`config.mk`:
```
export PLATFORM = sky130hd
export DESIGN_NAME = parallel_lane_i2c_master
export DESIGN_NICKNAME = d
export VERILOG_FILES = /design/src/hdl/plic_pkg.sv /design/src/hdl/plic_rx_lanes.sv /design/src/hdl/parallel_lane_i2c_master.sv
export SDC_FILE = /design/constraint.sdc
export NUM_CORES = 1
export LEC_CHECK = 0
export ABC_CLOCK_PERIOD_IN_PS = 22300
export BUFFER_PORTS_ARGS = -buffer_cell sky130_fd_sc_hd__buf_2
export CELL_PAD_IN_SITES_DETAIL_PLACEMENT = 0
export CELL_PAD_IN_SITES_GLOBAL_PLACEMENT = 1
export CORE_MARGIN = 4
export CORE_UTILIZATION = 50
export CTS_CLUSTER_SIZE = 8
export DETAILED_ROUTE_END_ITERATION = 10
export PLACE_DENSITY_LB_ADDON = 0.25
export SYNTH_ARGS = -nofsm -noshare
export SYNTH_HDL_FRONTEND = slang
export SYNTH_SLANG_ARGS = --single-unit
```
`constraint.sdc`:
```
create_clock -name clk -period 22.3 [get_ports clk]
set_input_delay 2.23 -clock clk [delete_from_list [all_inputs] [get_ports clk]]
set_output_delay 2.23 -clock clk [all_outputs]
set_load 0.05 [all_outputs]
```
`src/hdl/plic_pkg.sv`:
```
package plic_pkg;

  localparam int LANES      = 64;
  localparam int HOLD_WIDTH = 16;
  localparam int RX_BITS    = 8;
  localparam int LANE_W     = 6;

  localparam logic [HOLD_WIDTH-1:0] HIGH_TICKS_RESET = HOLD_WIDTH'(50);
  localparam logic [HOLD_WIDTH-1:0] LOW_TICKS_RESET  = HOLD_WIDTH'(75);

  localparam logic [2:0] CMD_TICK  = 3'd0;
  localparam logic [2:0] CMD_START = 3'd1;
  localparam logic [2:0] CMD_STOP  = 3'd2;
  localparam logic [2:0] CMD_SEND  = 3'd3;
  localparam logic [2:0] CMD_RECV  = 3'd4;
  localparam logic [2:0] CMD_CLEAR = 3'd5;

  localparam logic REG_HIGH_TICKS = 1'b0;
  localparam logic REG_LOW_TICKS  = 1'b1;

  typedef enum logic [25:0] {
    PH_IDLE = 26'h0000001,
    S_SDAH  = 26'h0000002,
    S_WH1   = 26'h0000004,
    S_SCLH  = 26'h0000008,
    S_WH2   = 26'h0000010,
    S_SDAL  = 26'h0000020,
    S_WL    = 26'h0000040,
    S_SCLL  = 26'h0000080,
    P_SDAL  = 26'h0000100,
    P_WL    = 26'h0000200,
    P_SCLH  = 26'h0000400,
    P_WH    = 26'h0000800,
    P_SDAH  = 26'h0001000,
    T_SDA   = 26'h0002000,
    T_SCLH  = 26'h0004000,
    T_SCLL  = 26'h0008000,
    T_REL   = 26'h0010000,
    T_ACKH  = 26'h0020000,
    T_ACKL  = 26'h0040000,
    R_REL   = 26'h0080000,
    R_SCLH  = 26'h0100000,
    R_SCLL  = 26'h0200000,
    R_ACK   = 26'h0400000,
    R_ACKH  = 26'h0800000,
    R_ACKL  = 26'h1000000,
    R_REL2  = 26'h2000000
  } phase_t;

  typedef struct packed {
    logic clear;
    logic shift_in;
    logic rotate;
  } rx_ctrl_t;

endpackage

```
`src/hdl/plic_rx_lanes.sv`:
```
module plic_rx_lanes
  import plic_pkg::*;
(
  input  logic                 clk,
  input  rx_ctrl_t             ctrl,
  input  logic [LANES-1:0]     sda,
  output logic [RX_BITS-1:0]   lane0_byte
);

  // plane[j] holds bit j of every lane's receive shift register
  logic [LANES-1:0] plane [RX_BITS];

  always_ff @(posedge clk) begin
    for (int j = 0; j < RX_BITS; j++) begin
      if (ctrl.clear) begin
        plane[j] <= '0;
      end else if (ctrl.shift_in) begin
        if (j == 0) begin
          plane[j] <= sda;
        end else begin
          plane[j] <= plane[j-1];
        end
      end else if (ctrl.rotate) begin
        // next lane moves down to bit 0
        plane[j] <= plane[j] >> 1;
      end
    end
  end

  always_comb begin
    for (int j = 0; j < RX_BITS; j++) begin
      lane0_byte[j] = plane[j][0];
    end
  end

endmodule

```
`src/hdl/parallel_lane_i2c_master.sv`:
```
// Each accepted tick's result beat is registered and presented the cycle after.
// One tick per cycle while the output register is free or its last beat leaves.
// A receive completion gives 64 beats, one per cycle while out_ready is high,
// lanes shifted out of the bit planes; no tick is taken until the last leaves.
// Synchronous active-high reset: idle, lines released, holds 50 and 75, no beat.
module parallel_lane_i2c_master
  import plic_pkg::*;
(
  input  logic                  clk,
  input  logic                  rst,
  input  logic                  cfg_we,
  input  logic                  cfg_index,
  input  logic [HOLD_WIDTH-1:0] cfg_data,
  input  logic                  in_valid,
  output logic                  in_ready,
  input  logic [2:0]            cmd,
  input  logic [7:0]            tx_byte,
  input  logic                  send_ack,
  input  logic [LANES-1:0]      sda_sample,
  output logic                  out_valid,
  input  logic                  out_ready,
  output logic                  scl_level,
  output logic                  sda_level,
  output logic                  busy_res,
  output logic                  done_res,
  output logic [LANE_W-1:0]     lane,
  output logic [RX_BITS-1:0]    rx_byte,
  output logic [LANES-1:0]      ack_bits,
  output logic                  error_flag,
  output logic                  last
);

  logic [HOLD_WIDTH-1:0] high_ticks, low_ticks;
  phase_t                phase, phase_next, nx;
  logic [HOLD_WIDTH-1:0] hold_count, hold_next;
  logic [3:0]            bit_index, bit_next;
  logic [7:0]            tx_shift, tx_next;
  logic [LANES-1:0]      ack_store, ack_next;
  logic                  nack_seen, nack_next;
  logic                  ack_choice, choice_next;
  logic                  scl_drive, scl_next;
  logic                  sda_drive, sda_next;
  logic                  done, rx_done, enter, finish, level;
  logic                  in_take, out_take;
  rx_ctrl_t              rx_ctrl;
  logic [RX_BITS-1:0]    lane0_byte;

  assign in_ready = !out_valid || (out_ready && last);
  assign in_take  = in_valid && in_ready;
  assign out_take = out_valid && out_ready;

  always_comb begin
    phase_next  = phase;
    hold_next   = hold_count;
    bit_next    = bit_index;
    tx_next     = tx_shift;
    ack_next    = ack_store;
    nack_next   = nack_seen;
    choice_next = ack_choice;
    scl_next    = scl_drive;
    sda_next    = sda_drive;
    done        = 1'b0;
    rx_done     = 1'b0;
    enter       = 1'b0;
    finish      = 1'b0;
    level       = 1'b1;
    nx          = PH_IDLE;
    rx_ctrl     = '0;

    if (phase == PH_IDLE) begin
      case (cmd)
        CMD_START: begin
          nx    = S_SDAH;
          enter = 1'b1;
        end
        CMD_STOP: begin
          nx    = P_SDAL;
          enter = 1'b1;
        end
        CMD_SEND: begin
          tx_next  = tx_byte;
          bit_next = '0;
          nx       = T_SDA;
          enter    = 1'b1;
        end
        CMD_RECV: begin
          choice_next   = send_ack;
          bit_next      = '0;
          rx_ctrl.clear = 1'b1;
          nx            = R_REL;
          enter         = 1'b1;
        end
        CMD_CLEAR: begin
          nack_next = 1'b0;
          done      = 1'b1;
        end
        default: ;
      endcase
    end else if (hold_count != '0) begin
      hold_next = hold_count - HOLD_WIDTH'(1);
    end else begin
      enter = 1'b1;
      case (phase)
        S_SCLL, P_SDAH, T_ACKL, R_REL2: begin
          enter  = 1'b0;
          finish = 1'b1;
        end
        S_SDAH: nx = S_WH1;
        S_WH1:  nx = S_SCLH;
        S_SCLH: nx = S_WH2;
        S_WH2:  nx = S_SDAL;
        S_SDAL: nx = S_WL;
        S_WL:   nx = S_SCLL;
        P_SDAL: nx = P_WL;
        P_WL:   nx = P_SCLH;
        P_SCLH: nx = P_WH;
        P_WH:   nx = P_SDAH;
        T_SDA:  nx = T_SCLH;
        T_SCLH: nx = T_SCLL;
        T_SCLL: begin
          bit_next = bit_index + 4'd1;
          tx_next  = {tx_shift[6:0], 1'b0};
          nx       = (bit_next < 4'd8) ? T_SDA : T_REL;
        end
        T_REL:  nx = T_ACKH;
        T_ACKH: begin
          ack_next = sda_sample;
          if (sda_sample != '0) begin
            nack_next = 1'b1;
          end
          nx = T_ACKL;
        end
        R_REL:  nx = R_SCLH;
        R_SCLH: begin
          rx_ctrl.shift_in = 1'b1;
          nx               = R_SCLL;
        end
        R_SCLL: begin
          bit_next = bit_index + 4'd1;
          nx       = (bit_next < 4'd8) ? R_SCLH : R_ACK;
        end
        R_ACK:  nx = R_ACKH;
        R_ACKH: nx = R_ACKL;
        R_ACKL: nx = R_REL2;
        default: begin
          enter  = 1'b0;
          finish = 1'b1;
        end
      endcase
    end

    if (finish) begin
      phase_next = PH_IDLE;
      hold_next  = '0;
      done       = 1'b1;
      rx_done    = (phase == R_REL2);
    end

    if (enter) begin
      phase_next = nx;
      case (nx)
        S_SDAH, P_SDAH, T_REL, R_REL, R_REL2: begin
          sda_next = 1'b1;
          level    = 1'b1;
        end
        S_SDAL, P_SDAL: begin
          sda_next = 1'b0;
          level    = 1'b0;
        end
        S_SCLH, P_SCLH, T_SCLH, T_ACKH, R_SCLH, R_ACKH: begin
          scl_next = 1'b1;
          level    = 1'b1;
        end
        S_SCLL, T_SCLL, T_ACKL, R_SCLL, R_ACKL: begin
          scl_next = 1'b0;
          level    = 1'b0;
        end
        S_WH1, S_WH2, P_WH: level = 1'b1;
        S_WL, P_WL:         level = 1'b0;
        T_SDA: begin
          sda_next = tx_next[7];
          level    = tx_next[7];
        end
        R_ACK: begin
          sda_next = !choice_next;
          level    = !choice_next;
        end
        default: level = 1'b1;
      endcase
      hold_next = level ? high_ticks : low_ticks;
    end

    if (!in_take) begin
      rx_ctrl.clear    = 1'b0;
      rx_ctrl.shift_in = 1'b0;
    end
    // lanes leave the planes one per beat
    rx_ctrl.rotate = (in_take && rx_done) || (out_take && !last);
  end

  plic_rx_lanes u_rx_lanes (
    .clk        (clk),
    .ctrl       (rx_ctrl),
    .sda        (sda_sample),
    .lane0_byte (lane0_byte)
  );

  always_ff @(posedge clk) begin
    if (rst) begin
      high_ticks <= HIGH_TICKS_RESET;
      low_ticks  <= LOW_TICKS_RESET;
    end else if (cfg_we) begin
      case (cfg_index)
        REG_HIGH_TICKS: high_ticks <= cfg_data;
        REG_LOW_TICKS:  low_ticks  <= cfg_data;
        default: ;
      endcase
    end
  end

  always_ff @(posedge clk) begin
    if (rst) begin
      phase      <= PH_IDLE;
      hold_count <= '0;
      bit_index  <= '0;
      tx_shift   <= '0;
      ack_store  <= '0;
      nack_seen  <= 1'b0;
      ack_choice <= 1'b0;
      scl_drive  <= 1'b1;
      sda_drive  <= 1'b1;
    end else if (in_take) begin
      phase      <= phase_next;
      hold_count <= hold_next;
      bit_index  <= bit_next;
      tx_shift   <= tx_next;
      ack_store  <= ack_next;
      nack_seen  <= nack_next;
      ack_choice <= choice_next;
      scl_drive  <= scl_next;
      sda_drive  <= sda_next;
    end
  end

  always_ff @(posedge clk) begin
    if (rst) begin
      out_valid <= 1'b0;
    end else if (in_take) begin
      out_valid <= 1'b1;
    end else if (out_take && last) begin
      out_valid <= 1'b0;
    end
  end

  always_ff @(posedge clk) begin
    if (in_take) begin
      scl_level  <= scl_next;
      sda_level  <= sda_next;
      busy_res   <= (phase_next != PH_IDLE);
      done_res   <= done;
      ack_bits   <= ack_next;
      error_flag <= nack_next;
      lane       <= '0;
      rx_byte    <= rx_done ? lane0_byte : '0;
      last       <= !rx_done || (LANES == 1);
    end else if (out_take && !last) begin
      lane    <= lane + LANE_W'(1);
      rx_byte <= lane0_byte;
      last    <= ((lane + LANE_W'(1)) == LANE_W'(LANES - 1));
    end
  end

endmodule

```
==> results of run 1 <==
## worst max-delay path, stage by stage
cell      delay (ps)
buf_2             90
a21bo_2          140
nand2_1          450
inv_6            650
nand4b_1         410
nand3b_1         210
buf_4            700
buf_4            820
buf_4            930
## metrics by stage
step,util,hold WS (ps),cell area [sq um]
4_1_cts,0.5740,452.7,36210
3_5_place_dp,0.5266,445.5,33220
2_1_floorplan,-,429.0,31870
3_3_place_gp,0.5266,440.3,33220
6_report,0.5742,450.3,36220
5_1_grt,0.5741,470.6,36210
## cells in the mapped netlist, drive strengths merged, types with 13 or more instances
cell	n	area [sq um]
a21oi	68	340.3
a221oi	15	187.7
a22o	512	4484
a311oi	65	569.3
and2	20	125.1
and3	19	118.9
buf	77	392.9
clkbuf	134	503.0
dfxtp	160	3203
edfxtp	590	17720
nand2	327	1227
nand3	25	130.1
nand4	25	168.9
nor2	159	596.8
nor3	37	195.2
nor4	38	307.8
o21ai	52	260.3
or3	13	91.34
xor2	14	122.6
## routing by layer
layer	track usage	vias to the layer above	wire length (um)
met3	0.04571	118	4839
met5	0	-	21
li1	-	10040	-
met4	0.06948	4	1595
met1	0.3242	10730	35170
met2	0.2978	645	31930
## registers in the layout, summed over array words and instances, names as in the netlist
register,cells
high_ticks,16
bit_index,4
busy_res,1
last,1
ack_choice,1
phase,26
scl_level,1
tx_shift,7
rx_byte,8
lane,6
error_flag,1
hold_count,16
u_rx_lanes.plane,512
sda_drive,1
low_ticks,16
sda_level,1
ack_bits,64
done_res,1
scl_drive,1
nack_seen,1
ack_store,64
out_valid,1
## path summary, 6_finish.rpt
check	startpoint	to	slack (ps)	cells past startpoint
setup / recovery	out_ready	u_rx_lanes.plane[1][57]$_DFFE_PP_	15680	9
hold / removal	tx_shift[1]$_SDFFE_PP0P_	tx_shift[1]$_SDFFE_PP0P_	450	2
setup reg to reg	phase[0]$_SDFFE_PP1P_	u_rx_lanes.plane[1][57]$_DFFE_PP_	16520	9
hold reg to reg	tx_shift[1]$_SDFFE_PP0P_	tx_shift[1]$_SDFFE_PP0P_	450	2
## power by group through the flow
stage | Combinational [mW] | Clock, mW | Sequential, mW
2_1_floorplan | 0.146 | 0 | 1.71
3_3_place_gp | 0.254 | 0 | 1.65
3_5_place_dp | 0.257 | 0 | 1.65
4_1_cts | 0.259 | 1.47 | 1.62
5_1_grt | 0.282 | 1.53 | 1.63
6_report | 0.258 | 1.44 | 1.62
## logic make-up (layout without fill, tap and decap cells)
group / count (synthesis) / count (layout) / synth area share
mux: 2 / 2 / 0.0006281
simple gates: 722 / 722 / 0.1080
compound gates: 763 / 763 / 0.1968
xor+xnor: 26 / 26 / 0.007145
buf+inv: 223 / 393 / 0.02952
fa+ha+maj: 4 / 4 / 0.001570
flops: 750 / 750 / 0.6564
other cells: 0 / 5 / 0
## cell type report
| class | instances | area [sq um] | share of cell area |
|---|---|---|---|
| repair buffers | 212 | 1149 | 0.03171 |
| clock inverters | 7 | 123.9 | 0.003420 |
| diodes | 5 | 12.51 | 0.0003454 |
| multi-input cells | 1517 | 10040 | 0.2773 |
| clock buffers | 162 | 2863 | 0.07904 |
| inverters | 12 | 50.05 | 0.001382 |
| well taps | 846 | 1059 | 0.02922 |
| flip-flops and latches | 750 | 20920 | 0.5776 |
==> impl_metrics.tcl, run 1 <==
set metrics [dict create \
    vias 21540 \
    syn_area_sq_um 31870 \
    htree_levels 3 \
    grt_max_degree 244 \
    ant_nets 0 \
    p_int_mw 2.530 \
    pwr-share-clk 0.433 \
    post_cts_buffers 0 \
    pre_cts_ws_ps 15030 \
    power_density_nw_per_um2 91.67 \
    layout_common_cells "edfxtp_1 (590), a22o_1 (512), nand2_1 (327), buf_2 (182), dfxtp_1 (160)" \
    fin_skew_ps 39.85 \
    power_mw 3.320 \
    fin_ws_ps 15680 \
    rows 92 \
    max_freq_ghz 0.1511 \
    grt.overflow.total 0 \
    cap_viol_max_count 0 \
    synth-edff-count 590 \
    initial_core_util 0.5053 \
    cts_tree "done" \
    grt_pass1_vias 20370 \
    power_switching_uw 790.3 \
    ys_ff_latch 750 \
    io_buffers 183 \
    numCtsBuffers 104 \
    async_flop_share 0 \
    drive_above_1_share 0.1383 \
    fp.dieW_um 260.5 \
    peakVddDrop_mv 0.06060 \
    critical_path.max_fanout 86 \
    grt_pass1_wl_mm 115.7 \
    holdBufCountCts 0 \
    stdcell_count 3511 \
    yosysUniqueCellTypes 75 \
    syn2layout_area_growth_pct 13.64 \
    crit_arrival_ps 6870 \
    first_pass_iters 6 \
    start_kind "input pin" \
    final_common_cell "edfxtp_1" \
    rsz0062_at_grt "false" \
    switching_share 0.2380 \
    crit_required_ps 22560 \
    clkLatencyLatePin_ps 650 \
    tightestPinTransition_ps 1206 \
    slew_violations 0 \
    syn_nets 2592 \
    syn_inst 2490 \
    fin_crit_ps 6616 \
    crit_type "input pin to flip-flop" \
    hold_class "flip-flop to flip-flop" \
    routed_via_density 6.134 \
    cts_buffer_depth 3 \
    clkTransAtPathRegs_ps 50 \
    die_area_sq_um 67850 \
    syn_area_per_cell_sq_um 12.80 \
    gp_congestion 0.8693 \
    finish.net_count 2699 \
    final.fill_count 5226 \
    finalHoldViolCount 0 \
    wl_per_cell_um 20.95 \
    dp_hpwl_mm 45.92 \
    status "finished clean" \
    grt_usage 0.2108 \
    wl_mm 73.56 \
    comb_power_share 0.078 \
    clkSinkCount 750 \
    cts_root_buffer "clkbuf_16" \
    worstSetupEndpointType "flip-flop" \
    max-slew-margin-rel 0.1894 \
    die_h_um 260.5 \
    synth_warnings 0 \
    drc 0 \
    ys_seq_area_frac 0.6564 \
    pin_count 184 \
    post-route-period-util 0.2967 \
    p_leak_nw 13.00 \
    dp.cells 3337 \
    fin_tns_setup_ps 0 \
    cts_resized 0 \
    core_area_sq_um 63080 \
    drt_iter0_markers 1917 \
    antenna_found_initial 5 \
    pwr-share-seq 0.489 \
    finalSetupViolations 0 \
    synth_flop_cell "edfxtp_1" \
]
Note: power is estimated with default switching activity, not from simulation.
==> run 2, diff against run 1 <==
- ABC_CLOCK_PERIOD_IN_PS: 22300 -> 6600
- clock period: 22.3 -> 6.6 ns (I/O delays scaled with it)
==> run 2 against run 1 <==
  * Hold slack got worse by 190 ps
  * First-iteration DRC count is 1.5% higher
  * Final area up 0.54%
  * Global-route usage up 0.075 points
  * Wire length rose by 0.40%
  * Cell count hardly changed
  * Clock skew grew 5.1 ps
  * Largest cell class unchanged
==> impl_metrics.tcl, run 2 (synthesized netlist as in run 1, its figures left out) <==
set metrics [dict create \
    io_buffers 183 \
    hold_class "input pin to flip-flop" \
    p_leak_nw 13.07 \
    holdBufCountCts 0 \
    largest_register_ffs 512 \
    clkTransAtPathRegs_ps 50 \
    die_area_sq_um 67850 \
    worstSetupEndpointType "flip-flop" \
    vias 21530 \
    post-route-period-util 0.6440 \
    power_mw 11.24 \
    grt_max_degree 189 \
    crit_arrival_ps 4750 \
    status "finished clean" \
    drive_above_1_share 0.1413 \
    tightestPinTransition_ps 1237 \
    layout_common_cells "edfxtp_1 (590), a22o_1 (512), nand2_1 (326), buf_2 (182)" \
    wl_per_cell_um 21.05 \
    grt_pass1_vias 20450 \
    grt.overflow.total 0 \
    gp_congestion 0.8972 \
    cts_root_buffer "clkbuf_16" \
    postPlaceCellArea_sq_um 33410 \
    fin_ws_ps 2349 \
    finalHoldViolCount 0 \
    clkLatencyLatePin_ps 650 \
    crit_type "flip-flop to flip-flop" \
    syn2layout_area_growth_pct 14.25 \
    post_cts_buffers 0 \
    cap_viol_max_count 0 \
    crit_required_ps 7100 \
    fin_skew_ps 44.94 \
    first_pass_iters 5 \
    grt_pass1_wl_mm 116.1 \
    cts_tree "done" \
    rows 92 \
    holdWs_ps 256.4 \
    fp.dieW_um 260.5 \
    wl_mm 73.85 \
    grt_usage 0.2116 \
    reg_top3 "u_rx_lanes.plane x512, ack_bits x64, ack_store x64" \
    fin_crit_ps 4251 \
    die_h_um 260.5 \
    start_kind "flip-flop" \
    pre_cts_ws_ps 2368 \
    cts_resized 0 \
    ff2ff_setup_slack_ps 2350 \
    drc 0 \
    routed_via_density 6.138 \
    cts_buffer_depth 3 \
    max-slew-margin-rel 0.1735 \
    slew_violations 0 \
    pin_count 184 \
    finish.instance_area_sq_um 36410 \
    finish.net_count 2702 \
    peakVddDrop_mv 0.2224 \
    numCtsBuffers 104 \
    antenna_found_initial 4 \
    finalSetupViolations 0 \
    drt_iter0_markers 1946 \
    power_density_nw_per_um2 308.6 \
    critical_path.max_fanout 119 \
    max_freq_ghz 0.2353 \
    ant_nets 0 \
    final_common_cell "edfxtp_1" \
    clkSinkCount 750 \
    initial_core_util 0.5053 \
    rsz0062_at_grt "false" \
    largest-register "u_rx_lanes.plane" \
    dp_hpwl_mm 46.42 \
    htree_levels 3 \
    core_area_sq_um 63080 \
]
-- run 2: cell types whose count changed in the layout (fill, tap and decap cells not counted), moves of 2 or more --
cell	before	now
diode_2	5	1
clkbuf_1	56	54
buf_4	29	22
buf_12	1	11
-- run 2: metal layers --
metal / up-vias / wire length (um) / GRT usage
li1: 10030 / - / -
met1: 10700 / 35130 / 0.3252
met2: 653 / 32030 / 0.3030
met3: 141 / 4693 / 0.04047
met4: 4 / 1977 / 0.07008
met5: - / 27 / 0
-- run 2: critical path, stage by stage (launching register included) --
cell	delay, ps
dfxtp_1	380
nor4_2	980
nand3_1	380
or3_1	460
nor2_1	190
and3_4	870
buf_12	470
a22o_1	210
-- run 2: layout make-up --
cell class,instances,area (sq um)
Fill cell,5196,26670
Antenna cell,1,2.502
Tap cell,846,1059
Inverter,12,50.05
Clock buffer,161,2880
Timing Repair Buffer,215,1296
Sequential cell,750,20920
Clock inverter,6,123.9
Multi-Input combinational cell,1517,10080
-- run 2: path summary, 6_finish.rpt --
kind | from | end | cells after the start
max | phase[0]$_SDFFE_PP1P_ | u_rx_lanes.plane[2][47]$_DFFE_PP_ | 7
min | cfg_data[5] | high_ticks[5]$_SDFFE_PP1P_ | 3
max reg2reg | phase[0]$_SDFFE_PP1P_ | u_rx_lanes.plane[2][47]$_DFFE_PP_ | 7
min reg2reg | low_ticks[9]$_SDFFE_PP0P_ | low_ticks[9]$_SDFFE_PP0P_ | 2
-- run 2: power by group --
part           leakage [nW]  internal, mW  switching (mW)
Combinational          4.72         0.260           0.624
Sequential             6.92          5.35           0.131
Clock                  1.43          2.96            1.90
-- run 2: metrics by stage --
stage,TNS [ps],cells,utilization
2_1_floorplan,-4163190,2490,-
3_3_place_gp,0,3340,0.5296
3_5_place_dp,0,3340,0.5296
4_1_cts,0,3507,0.5772
5_1_grt,0,3508,0.5773
6_report,0,3508,0.5773
